==> config.mk <==
export PLATFORM = sky130hd
export DESIGN_NAME = fastq_record_parse_revcomp_flat
export DESIGN_NICKNAME = d
export VERILOG_FILES = /design/src/sv/frp_pkg.sv /design/src/sv/frp_in_if.sv /design/src/sv/frp_out_if.sv /design/src/sv/frp_out_fifo.sv /design/src/sv/fastq_record_parse_revcomp.sv /design/src/flat_wrapper.sv
export SDC_FILE = /design/constraint.sdc
export NUM_CORES = 2
export LEC_CHECK = 0
export BUFFER_PORTS_ARGS = -buffer_cell sky130_fd_sc_hd__buf_2
export CAP_MARGIN = 20
export CORE_MARGIN = 10
export CORE_UTILIZATION = 55
export DETAILED_ROUTE_END_ITERATION = 8
export PLACE_DENSITY = 0.71
export SLEW_MARGIN = 20
export SYNTH_ARGS = -nofsm -noshare
export SYNTH_HDL_FRONTEND = slang
export SYNTH_SLANG_ARGS = --single-unit
==> constraint.sdc <==
create_clock -name clk -period 55 [get_ports clk]
set_input_delay 2.75 -clock clk [delete_from_list [all_inputs] [get_ports clk]]
set_output_delay 2.75 -clock clk [all_outputs]
set_load 0.01 [all_outputs]
==> src/sv/frp_pkg.sv <==
// ----------------------------------------------------------------------------
// frp_pkg: shared types and constants for the FASTQ record parser
// Character codes, line phases, result tags, status codes, base code
// helpers and the result item layout used by the parser and its queue.
// ----------------------------------------------------------------------------
`default_nettype none

package frp_pkg;

	// Default longest stored read and depth of the result queue
	localparam int MAX_READ_LEN = 1024;
	localparam int OUT_DEPTH    = 4;

	// Characters of interest
	localparam logic [7:0] CH_A    = 8'h41;
	localparam logic [7:0] CH_C    = 8'h43;
	localparam logic [7:0] CH_G    = 8'h47;
	localparam logic [7:0] CH_T    = 8'h54;
	localparam logic [7:0] CH_N    = 8'h4E;
	localparam logic [7:0] CH_HASH = 8'h23;
	localparam logic [7:0] CH_CR   = 8'h0D;
	localparam logic [7:0] CH_LF   = 8'h0A;
	localparam logic [7:0] CH_SP   = 8'h20;

	// Base codes as kept in the complement store
	localparam logic [2:0] BC_A    = 3'd0;
	localparam logic [2:0] BC_C    = 3'd1;
	localparam logic [2:0] BC_G    = 3'd2;
	localparam logic [2:0] BC_T    = 3'd3;
	localparam logic [2:0] BC_N    = 3'd4;
	localparam logic [2:0] BC_HASH = 3'd5;

	typedef enum logic [1:0] {
		PH_HEADER,
		PH_SEQ,
		PH_PLUS,
		PH_QUAL
	} phase_t;

	typedef enum logic [1:0] {
		TAG_NAME,
		TAG_SEQ,
		TAG_QUAL,
		TAG_END
	} tag_t;

	typedef enum logic [1:0] {
		ST_OK,
		ST_SEQ_LONG,
		ST_QUAL_SHORT,
		ST_QUAL_LONG
	} status_t;

	typedef struct packed {
		tag_t        field_tag;
		logic [7:0]  data_byte;
		logic [7:0]  revcomp_byte;
		logic        revcomp_valid;
		logic [15:0] record_bytes;
		status_t     record_status;
		logic        end_of_record;
	} out_item_t;

	// Map a raw sequence byte to its base code; anything unknown is N
	function automatic logic [2:0] base_code(input logic [7:0] c);
		logic [2:0] code;
		case (c)
			CH_A:    code = BC_A;
			CH_C:    code = BC_C;
			CH_G:    code = BC_G;
			CH_T:    code = BC_T;
			CH_HASH: code = BC_HASH;
			default: code = BC_N;
		endcase
		return code;
	endfunction

	// Complement of a base code: A-T, C-G, N and # map to themselves
	function automatic logic [2:0] base_comp(input logic [2:0] code);
		logic [2:0] comp;
		case (code)
			BC_A:    comp = BC_T;
			BC_C:    comp = BC_G;
			BC_G:    comp = BC_C;
			BC_T:    comp = BC_A;
			BC_HASH: comp = BC_HASH;
			default: comp = BC_N;
		endcase
		return comp;
	endfunction

	// Character of a base code; the two unused codes wrap modulo six
	function automatic logic [7:0] base_chr(input logic [2:0] code);
		logic [7:0] chr;
		case (code)
			BC_A:    chr = CH_A;
			BC_C:    chr = CH_C;
			BC_G:    chr = CH_G;
			BC_T:    chr = CH_T;
			BC_N:    chr = CH_N;
			BC_HASH: chr = CH_HASH;
			default: chr = code[0] ? CH_C : CH_A;
		endcase
		return chr;
	endfunction

endpackage

`default_nettype wire

==> src/sv/frp_in_if.sv <==
// ----------------------------------------------------------------------------
// frp_in_if: raw byte channel
// Valid/ready channel that carries one FASTQ stream byte per item.
// ----------------------------------------------------------------------------
`default_nettype none

interface frp_in_if;
	logic       valid;
	logic       ready;
	logic [7:0] in_byte;

	modport source (output valid, output in_byte, input ready);
	modport sink   (input valid, input in_byte, output ready);
endinterface

`default_nettype wire

==> src/sv/frp_out_if.sv <==
// ----------------------------------------------------------------------------
// frp_out_if: parser result channel
// Valid/ready channel that carries one parsed result item per handshake.
// ----------------------------------------------------------------------------
`default_nettype none

interface frp_out_if;
	logic        valid;
	logic        ready;
	logic [1:0]  field_tag;
	logic [7:0]  data_byte;
	logic [7:0]  revcomp_byte;
	logic        revcomp_valid;
	logic [15:0] record_bytes;
	logic [1:0]  record_status;
	logic        end_of_record;

	modport source (
		output valid, output field_tag, output data_byte, output revcomp_byte,
		output revcomp_valid, output record_bytes, output record_status,
		output end_of_record, input ready
	);
	modport sink (
		input valid, input field_tag, input data_byte, input revcomp_byte,
		input revcomp_valid, input record_bytes, input record_status,
		input end_of_record, output ready
	);
endinterface

`default_nettype wire

==> src/sv/frp_out_fifo.sv <==
// ----------------------------------------------------------------------------
// frp_out_fifo: result queue
// Small register queue between the parser pipeline and the result channel.
// The writer never pushes into a full queue; it tracks room through count.
// ----------------------------------------------------------------------------
`default_nettype none

module frp_out_fifo #(
	parameter int DEPTH = frp_pkg::OUT_DEPTH
) (
	input  wire logic                     clk,
	input  wire logic                     arst_n,
	input  wire logic                     push,
	input  wire frp_pkg::out_item_t       push_item,
	output logic [$clog2(DEPTH+1)-1:0]    count,
	frp_out_if.source                     result
);

	localparam int PW = (DEPTH > 1) ? $clog2(DEPTH) : 1;
	localparam int CW = $clog2(DEPTH + 1);

	frp_pkg::out_item_t slot_q [DEPTH];
	logic [PW-1:0]      wp_q;
	logic [PW-1:0]      rp_q;
	logic [CW-1:0]      count_q;
	logic               pop;
	frp_pkg::out_item_t head;

	// Present the oldest item
	assign head                 = slot_q[rp_q];
	assign result.valid         = (count_q != '0);
	assign result.field_tag     = head.field_tag;
	assign result.data_byte     = head.data_byte;
	assign result.revcomp_byte  = head.revcomp_byte;
	assign result.revcomp_valid = head.revcomp_valid;
	assign result.record_bytes  = head.record_bytes;
	assign result.record_status = head.record_status;
	assign result.end_of_record = head.end_of_record;
	assign pop                  = result.valid && result.ready;
	assign count                = count_q;

	// Store pushed items
	always_ff @(posedge clk) begin
		if (push) begin
			slot_q[wp_q] <= push_item;
		end
	end

	// Advance pointers and occupancy
	always_ff @(posedge clk or negedge arst_n) begin
		if (!arst_n) begin
			wp_q    <= '0;
			rp_q    <= '0;
			count_q <= '0;
		end else begin
			if (push) begin
				wp_q <= (wp_q == PW'(DEPTH - 1)) ? '0 : wp_q + PW'(1);
			end
			if (pop) begin
				rp_q <= (rp_q == PW'(DEPTH - 1)) ? '0 : rp_q + PW'(1);
			end
			count_q <= count_q + CW'(push) - CW'(pop);
		end
	end

endmodule

`default_nettype wire

==> src/sv/fastq_record_parse_revcomp.sv <==
// ----------------------------------------------------------------------------
// fastq_record_parse_revcomp: FASTQ record parser with reverse complement
// Parses a raw FASTQ byte stream into name, sequence, quality and record-end
// items; quality items with a stored base carry the reverse-complement base.
// ----------------------------------------------------------------------------
// Usage:
//   stream carries one raw FASTQ byte per item; result carries parsed items
//   (name byte, normalized base, quality byte with its reverse-complement
//   base, or record end with byte count and status).
//   A result is registered in the parse stage, then queued, and then offered.
//   Throughput: one byte per cycle while the queue has room. A carriage return
//   not followed by a newline yields two byte events and stalls the stream
//   while the second is replayed, as the parse stage handles one byte event
//   per cycle on the store's single port and one result leaves per cycle.
//   Sequence bases are written to the complement store in the sequence
//   line and read back in reverse order in the quality line; the two lines
//   are separated by the plus line, so a read never meets a pending write.
//   Reset clears the line state and counters; the complement store is not
//   cleared and needs no clearing pass, as only positions written in the
//   same record are read.
//   A four-item result queue absorbs receiver stalls; stream.ready drops
//   when the queue and the stage in flight would overflow it.
// ----------------------------------------------------------------------------
`default_nettype none

module fastq_record_parse_revcomp #(
	parameter int MAX_READ_LEN = frp_pkg::MAX_READ_LEN
) (
	input  wire logic  clk,
	input  wire logic  arst_n,
	frp_in_if.sink     stream,
	frp_out_if.source  result
);

	localparam int CW  = $clog2(MAX_READ_LEN + 2);
	localparam int AW  = $clog2(MAX_READ_LEN);
	localparam int OCW = $clog2(frp_pkg::OUT_DEPTH + 1);
	localparam logic [CW-1:0] MAX_C = CW'(MAX_READ_LEN);

	// Line state
	frp_pkg::phase_t phase_q, phase_n;
	logic            name_done_q, name_done_n;
	logic            held_q, held_n;
	logic [CW-1:0]   sc_q, sc_n;
	logic [CW-1:0]   qc_q, qc_n;
	logic [15:0]     bt_q, bt_n;
	logic            err_q, err_n;
	logic            pend_q, pend_n;
	logic [7:0]      pend_byte_q, pend_byte_n;

	// Complement store
	logic [2:0]      store_q [MAX_READ_LEN];
	logic [2:0]      rd_data_q;
	logic            wr_en, rd_en;
	logic [AW-1:0]   wr_addr, rd_addr;
	logic [2:0]      wr_data;
	logic [CW-1:0]   rd_idx;

	// Byte event and result
	logic            credit, byte_acc;
	logic            ev_vld, ev_first;
	logic [7:0]      ev_c;
	logic [2:0]      code;
	logic [15:0]     bt_inc;
	logic            res_vld;
	frp_pkg::out_item_t res, res_s1, push_item;
	logic            res_vld_s1;
	logic [OCW-1:0]  fifo_count;

	// Accept only while the queue has room for everything in flight
	assign credit   = (fifo_count + OCW'(res_vld_s1)) < OCW'(frp_pkg::OUT_DEPTH);
	assign stream.ready = !pend_q && credit;
	assign byte_acc = stream.valid && stream.ready;

	assign bt_inc  = (bt_q == 16'hFFFF) ? bt_q : bt_q + 16'd1;
	assign rd_idx  = sc_q - qc_q - CW'(1);
	assign rd_addr = rd_idx[AW-1:0];
	assign wr_addr = sc_q[AW-1:0];
	assign wr_data = frp_pkg::base_comp(code);

	// Turn bytes into events, then walk the line state for one event
	always_comb begin
		ev_vld      = 1'b0;
		ev_first    = 1'b0;
		ev_c        = stream.in_byte;
		held_n      = held_q;
		pend_n      = pend_q;
		pend_byte_n = pend_byte_q;
		bt_n        = bt_q;
		phase_n     = phase_q;
		name_done_n = name_done_q;
		sc_n        = sc_q;
		qc_n        = qc_q;
		err_n       = err_q;
		wr_en       = 1'b0;
		rd_en       = 1'b0;
		res_vld     = 1'b0;
		res         = '0;

		// Replay the byte that followed a held carriage return
		if (pend_q) begin
			if (credit) begin
				ev_vld = 1'b1;
				ev_c   = pend_byte_q;
				pend_n = 1'b0;
			end
		end else if (byte_acc) begin
			bt_n = bt_inc;
			if (bt_q == 16'd0) begin
				ev_vld   = 1'b1;
				ev_first = 1'b1;
			end else if (stream.in_byte == frp_pkg::CH_CR) begin
				ev_vld = held_q;
				ev_c   = frp_pkg::CH_CR;
				held_n = 1'b1;
			end else if (held_q) begin
				held_n = 1'b0;
				ev_vld = 1'b1;
				if (stream.in_byte != frp_pkg::CH_LF) begin
					ev_c        = frp_pkg::CH_CR;
					pend_n      = 1'b1;
					pend_byte_n = stream.in_byte;
				end
			end else begin
				ev_vld = 1'b1;
			end
		end

		code = frp_pkg::base_code(ev_c);

		if (ev_vld) begin
			case (phase_q)
				frp_pkg::PH_HEADER: begin
					if (ev_c == frp_pkg::CH_LF) begin
						phase_n = frp_pkg::PH_SEQ;
					end else if (ev_first) begin
						// drop the record marker
					end else if (ev_c == frp_pkg::CH_SP) begin
						name_done_n = 1'b1;
					end else if (!name_done_q) begin
						res_vld       = 1'b1;
						res.field_tag = frp_pkg::TAG_NAME;
						res.data_byte = ev_c;
					end
				end
				frp_pkg::PH_SEQ: begin
					if (ev_c == frp_pkg::CH_LF) begin
						phase_n = frp_pkg::PH_PLUS;
					end else begin
						if (sc_q < MAX_C) begin
							wr_en = 1'b1;
						end else begin
							err_n = 1'b1;
						end
						if (sc_q <= MAX_C) begin
							sc_n = sc_q + CW'(1);
						end
						res_vld       = 1'b1;
						res.field_tag = frp_pkg::TAG_SEQ;
						res.data_byte = frp_pkg::base_chr(code);
					end
				end
				frp_pkg::PH_PLUS: begin
					if (ev_c == frp_pkg::CH_LF) begin
						phase_n = frp_pkg::PH_QUAL;
					end
				end
				frp_pkg::PH_QUAL: begin
					if (ev_c == frp_pkg::CH_LF) begin
						res_vld           = 1'b1;
						res.field_tag     = frp_pkg::TAG_END;
						res.record_bytes  = bt_inc;
						res.end_of_record = 1'b1;
						if (err_q) begin
							res.record_status = frp_pkg::ST_SEQ_LONG;
						end else if (qc_q < sc_q) begin
							res.record_status = frp_pkg::ST_QUAL_SHORT;
						end else if (qc_q > sc_q) begin
							res.record_status = frp_pkg::ST_QUAL_LONG;
						end else begin
							res.record_status = frp_pkg::ST_OK;
						end
						// Start the next record
						phase_n     = frp_pkg::PH_HEADER;
						name_done_n = 1'b0;
						held_n      = 1'b0;
						sc_n        = '0;
						qc_n        = '0;
						bt_n        = 16'd0;
						err_n       = 1'b0;
					end else begin
						rd_en = !err_q && (qc_q < sc_q);
						if (qc_q <= MAX_C) begin
							qc_n = qc_q + CW'(1);
						end
						res_vld           = 1'b1;
						res.field_tag     = frp_pkg::TAG_QUAL;
						res.data_byte     = ev_c;
						res.revcomp_valid = rd_en;
					end
				end
				default: begin
				end
			endcase
		end
	end

	// Hold line state
	always_ff @(posedge clk or negedge arst_n) begin
		if (!arst_n) begin
			phase_q     <= frp_pkg::PH_HEADER;
			name_done_q <= 1'b0;
			held_q      <= 1'b0;
			sc_q        <= '0;
			qc_q        <= '0;
			bt_q        <= 16'd0;
			err_q       <= 1'b0;
			pend_q      <= 1'b0;
			res_vld_s1  <= 1'b0;
		end else begin
			phase_q     <= phase_n;
			name_done_q <= name_done_n;
			held_q      <= held_n;
			sc_q        <= sc_n;
			qc_q        <= qc_n;
			bt_q        <= bt_n;
			err_q       <= err_n;
			pend_q      <= pend_n;
			res_vld_s1  <= res_vld;
		end
	end

	// Payload of the parse stage
	always_ff @(posedge clk) begin
		pend_byte_q <= pend_byte_n;
		res_s1      <= res;
	end

	// Write and read the complement store
	always_ff @(posedge clk) begin
		if (wr_en) begin
			store_q[wr_addr] <= wr_data;
		end
		if (rd_en) begin
			rd_data_q <= store_q[rd_addr];
		end
	end

	// Merge the read-back base into the result
	always_comb begin
		push_item = res_s1;
		push_item.revcomp_byte = res_s1.revcomp_valid ? frp_pkg::base_chr(rd_data_q) : 8'h00;
	end

	frp_out_fifo #(
		.DEPTH(frp_pkg::OUT_DEPTH)
	) u_out_fifo (
		.clk       (clk),
		.arst_n    (arst_n),
		.push      (res_vld_s1),
		.push_item (push_item),
		.count     (fifo_count),
		.result    (result)
	);

`ifndef SYNTH
	a_store_port: assert property (@(posedge clk) disable iff (!arst_n)
		!(wr_en && rd_en))
		else $error("complement store written and read in one cycle");

	a_queue_room: assert property (@(posedge clk) disable iff (!arst_n)
		(fifo_count + OCW'(res_vld_s1)) <= OCW'(frp_pkg::OUT_DEPTH))
		else $error("result queue overcommitted");

	a_read_pairs: assert property (@(posedge clk) disable iff (!arst_n)
		rd_en |=> (res_vld_s1 && res_s1.revcomp_valid))
		else $error("store read without a matching quality item");

	a_record_clear: assert property (@(posedge clk) disable iff (!arst_n)
		(ev_vld && phase_q == frp_pkg::PH_QUAL && ev_c == frp_pkg::CH_LF)
		|=> (bt_q == 16'd0 && phase_q == frp_pkg::PH_HEADER && !held_q && sc_q == '0))
		else $error("record end did not restart the line state");
`endif

endmodule

`default_nettype wire
==> src/flat_wrapper.sv <==
// flat-port wrapper written by rule: the top's interface ports become plain ports
module fastq_record_parse_revcomp_flat 
#(
	parameter int MAX_READ_LEN = frp_pkg::MAX_READ_LEN
)
  (clk, arst_n, stream_valid, stream_in_byte, stream_ready, result_valid, result_field_tag, result_data_byte, result_revcomp_byte, result_revcomp_valid, result_record_bytes, result_record_status, result_end_of_record, result_ready);
  frp_in_if stream_i ();
  frp_out_if result_i ();
  input  wire logic clk;
  input  wire logic arst_n;
  input wire logic [$bits(stream_i.valid)-1:0] stream_valid;
  input wire logic [$bits(stream_i.in_byte)-1:0] stream_in_byte;
  output wire logic [$bits(stream_i.ready)-1:0] stream_ready;
  output wire logic [$bits(result_i.valid)-1:0] result_valid;
  output wire logic [$bits(result_i.field_tag)-1:0] result_field_tag;
  output wire logic [$bits(result_i.data_byte)-1:0] result_data_byte;
  output wire logic [$bits(result_i.revcomp_byte)-1:0] result_revcomp_byte;
  output wire logic [$bits(result_i.revcomp_valid)-1:0] result_revcomp_valid;
  output wire logic [$bits(result_i.record_bytes)-1:0] result_record_bytes;
  output wire logic [$bits(result_i.record_status)-1:0] result_record_status;
  output wire logic [$bits(result_i.end_of_record)-1:0] result_end_of_record;
  input wire logic [$bits(result_i.ready)-1:0] result_ready;
  assign stream_i.valid = stream_valid;
  assign stream_i.in_byte = stream_in_byte;
  assign stream_ready = stream_i.ready;
  assign result_valid = result_i.valid;
  assign result_field_tag = result_i.field_tag;
  assign result_data_byte = result_i.data_byte;
  assign result_revcomp_byte = result_i.revcomp_byte;
  assign result_revcomp_valid = result_i.revcomp_valid;
  assign result_record_bytes = result_i.record_bytes;
  assign result_record_status = result_i.record_status;
  assign result_end_of_record = result_i.end_of_record;
  assign result_i.ready = result_ready;
  fastq_record_parse_revcomp #(.MAX_READ_LEN(MAX_READ_LEN)) u_core (.clk(clk), .arst_n(arst_n), .stream(stream_i), .result(result_i));
endmodule
==> results_dict.tcl <==
set metrics [dict create \
    synth_top_family_by_area "multiplexers" \
    die_y_um 513 \
    start_kind "input pin" \
    nets 7579 \
    async_reset_ff_share_pct 1.57 \
    synth_mux_area_share_pct 15.2 \
    synth_area_leaders "edfxtp_1 72%, mux4_2 14%, nor2_1 3.3%" \
    core-area_mm2 0.243 \
    synth-simple-area-share_pct 6.80 \
    wl_per_cell_um 30.2 \
    worst_pin_slew_ns 1.25 \
    floorplan.initialDensity_pct 55.2 \
    cts_hold_buf 0 \
    synth_enable_flop_cells 3231 \
    fmax_mhz 118 \
    cp_slowest_cell "buf_4" \
    drt_iter0_markers 9070 \
    drc_errors 0 \
    crit_required_ns 55.60 \
    grt_pass1_vias 71600 \
    syn_avg_cell_area_um2 18.0 \
    ys_seq_area_share_pct 73.9 \
    crit_chain "buf_2 -> or4b_4 -> o41a_1 -> o2111a_1 -> a221oi_2 -> nand2_1 -> nor2_4 -> buf_4 -> buf_4 -> buf_4 -> buf_4 -> buf_4" \
    drt-vias-per-instance 6.46 \
    p_int_w 0.00547 \
    clockBufferDepth 4 \
    finClkSkew_ns 0.0686 \
    grt_max_degree 244 \
    portBuffers 50 \
    grt_pass1_wl_um 486000 \
    placed_area_mm2 0.138 \
    ioPinCount 52 \
    clkPwrFrac_pct 25.5 \
    slowest_delay_ns 0.90 \
    synth_top_area_share_pct 72.4 \
    worstRegToRegCells 14 \
    clock_latency_ns 0.98 \
    met2_usage_pct 39.2 \
    power_w 0.00864 \
    post_cts_buffers 0 \
    yosysWarnings 0 \
    p_sw_share_pct 36.7 \
    mappedNetlistArea_mm2 0.134 \
    cts.sinks 3313 \
    path_max_fanout 102 \
    worst_ep_arrival_time_ns 9.06 \
    antenna_found_initial 14 \
    min_period_ns 8.46 \
    fin_tns_setup_ns 0 \
    status "finished clean" \
    dr.pass1.iters 6 \
    crit_path_frequent_cell "buf_4" \
    synth-xor-area-share_pct 0.301 \
    hp-class "reg2reg" \
    grt-busiest-layer "met2" \
    design_area_mm2 0.148 \
    switching_power_w 0.00317 \
    cts_tree "yes" \
    dieWidth_um 513 \
    h-tree-depth 5 \
    yosys.area_share.adder_pct 0.398 \
    ctsResizeCount 0 \
    worstSetupPathType "in2reg" \
    cp-end-kind "flip-flop" \
    rsz0062_at_grt "no" \
    ys.flop_type "edfxtp_1" \
    maxSlewViolCount 0 \
    die-area_mm2 0.264 \
    synth-compound-area-share_pct 1.75 \
    cts.root.buffer_cell "clkbuf_16" \
    ant_nets 0 \
    ys_ff_latch 3313 \
    vias 71000 \
    seqPwrFrac_pct 32.3 \
    power.density_mw_per_mm2 58.2 \
    ir_drop_mv 0.0805 \
    slew_headroom_pct 16.5 \
    fp-row-count 181 \
    hpwl_um 199000 \
    yosysTopAreaCell "edfxtp_1" \
    grt_use_met1_pct 33.8 \
    fin_crit_sh_pct 15.4 \
    grtUsageTotal_pct 24.8 \
    comb_power_share_pct 42.1 \
    drive_above_1_share_pct 20.4 \
    setup_viol 0 \
    netlist_instances 7453 \
    synthToLayoutAreaGrowth_pct 10.8 \
    use_met3_pct 6.35 \
    layout_common_cells "3231 x edfxtp_1, 1155 x nor2_1, 818 x mux4_2" \
    cts_inserted_buffers 335 \
    yosysUniqueCellTypes 84 \
    reg2reg_setup_slack_ns 47.62 \
    gr-total-overflow 0 \
    clk_pin_slew_ns 0.06 \
    min_path_cells 0 \
    p_leak_nw 49.4 \
    synthesis.nets 7507 \
    place_congestion 0.872 \
    final_common_cell "edfxtp_1" \
    hold_viol_final 0 \
    whs_ns 0.433 \
    final_util_pct 61.1 \
    cap_violations 0 \
    wl_um 332000 \
]
-- Yosys cell counts (all sizes together) (16+ instances only) --
library cell	count
a21oi	57
xnor2	23
and3	21
inv	47
nand3	138
buf	278
o21ai	32
mux2i	186
nor2	1164
nor2b	16
dfxtp	30
dfrtp	52
mux4	818
xor2	23
clkbuf	204
a32o	48
ha	41
nand2	680
and2	18
a32oi	40
nor3	44
edfxtp	3231
nand4	66
-- power groups by stage --
stage                     logic (W)  registers [W]  clock network, W
final                       0.00364        0.00279           0.00221
after global routing        0.00381        0.00279           0.00233
after detailed placement    0.00362        0.00285                 0
after CTS                   0.00364        0.00279           0.00223
after floorplan             0.00246        0.00285                 0
after global placement      0.00360        0.00284                 0
-- worst max-delay path, delay by kind of cell --
kind            cells  cell delay, ns
compound gates      3            1.11
buf+inv             6            4.14
simple gates        3            0.89
-- metal layers --
layer | vias to the layer above | part of all wire, % | wire length (µm)
met5 | - | 0.0078 | 26
met4 | 4 | 3.9 | 12800
li1 | 29500 | - | -
met2 | 4003 | 48 | 158000
met1 | 36800 | 38 | 125000
met3 | 655 | 11 | 35200
-- state kept, by name, indices dropped and copies added, names as in the netlist --
register and flops:
u_core.u_out_fifo.rp_q 2, u_core.err_q 1, u_core.u_out_fifo.slot_q 148, u_core.bt_q 16, u_core.store_q 3072, u_core.u_out_fifo.wp_q 2, u_core.u_out_fifo.count 3, u_core.name_done_q 1
u_core.res_vld_s1 1, u_core.qc_q 11, u_core.phase_q 2, u_core.push_item 30, u_core.sc_q 11, u_core.rd_data_q 3, u_core.pend_byte_q 8, u_core.pend_q 1
u_core.held_q 1
-- path summary, 6_finish.rpt --
| kind | from | end |
|---|---|---|
| setup / recovery | stream_in_byte[5] | u_core.store_q[696][1] |
| hold / removal | u_core.push_item[37] | u_core.u_out_fifo.slot_q[2][37] |
| setup reg to reg | u_core.res_vld_s1 | u_core.store_q[696][1] |
| hold reg to reg | u_core.push_item[37] | u_core.u_out_fifo.slot_q[2][37] |
| max in group asynchronous | arst_n | u_core.qc_q[10] |
| min in group asynchronous | arst_n | u_core.bt_q[0] |
-- cell families after synthesis --
group / Yosys count
buffers and inverters: 529
xor gates and xnor gates: 46
muxes: 1006
and+or+nand+nor: 2210
DFF: 3313
adders and majority gates: 42
AOI/OAI and AO/OA: 306
other: 1
-- layout make-up --
type                    instances  area, µm²
flip-flops and latches       3313      98900
fillers                     16900      94400
multi-input cells            3611      33000
clock buffers                 406       8880
well taps                    3202       4010
repair buffers                217       1720
clock inverters               180       1630
inverters                      47        176
diodes                          5       12.5
-- per-stage QoR --
stage | std cells | setup slack [ns]
final | 11000 | 46.54
after global routing | 11000 | 46.07
after CTS | 11000 | 46.60
after detailed placement | 10400 | 45.60
after global placement | 10400 | 45.84
after floorplan | 7453 | 17.64
(Power assumes the default switching activity.)
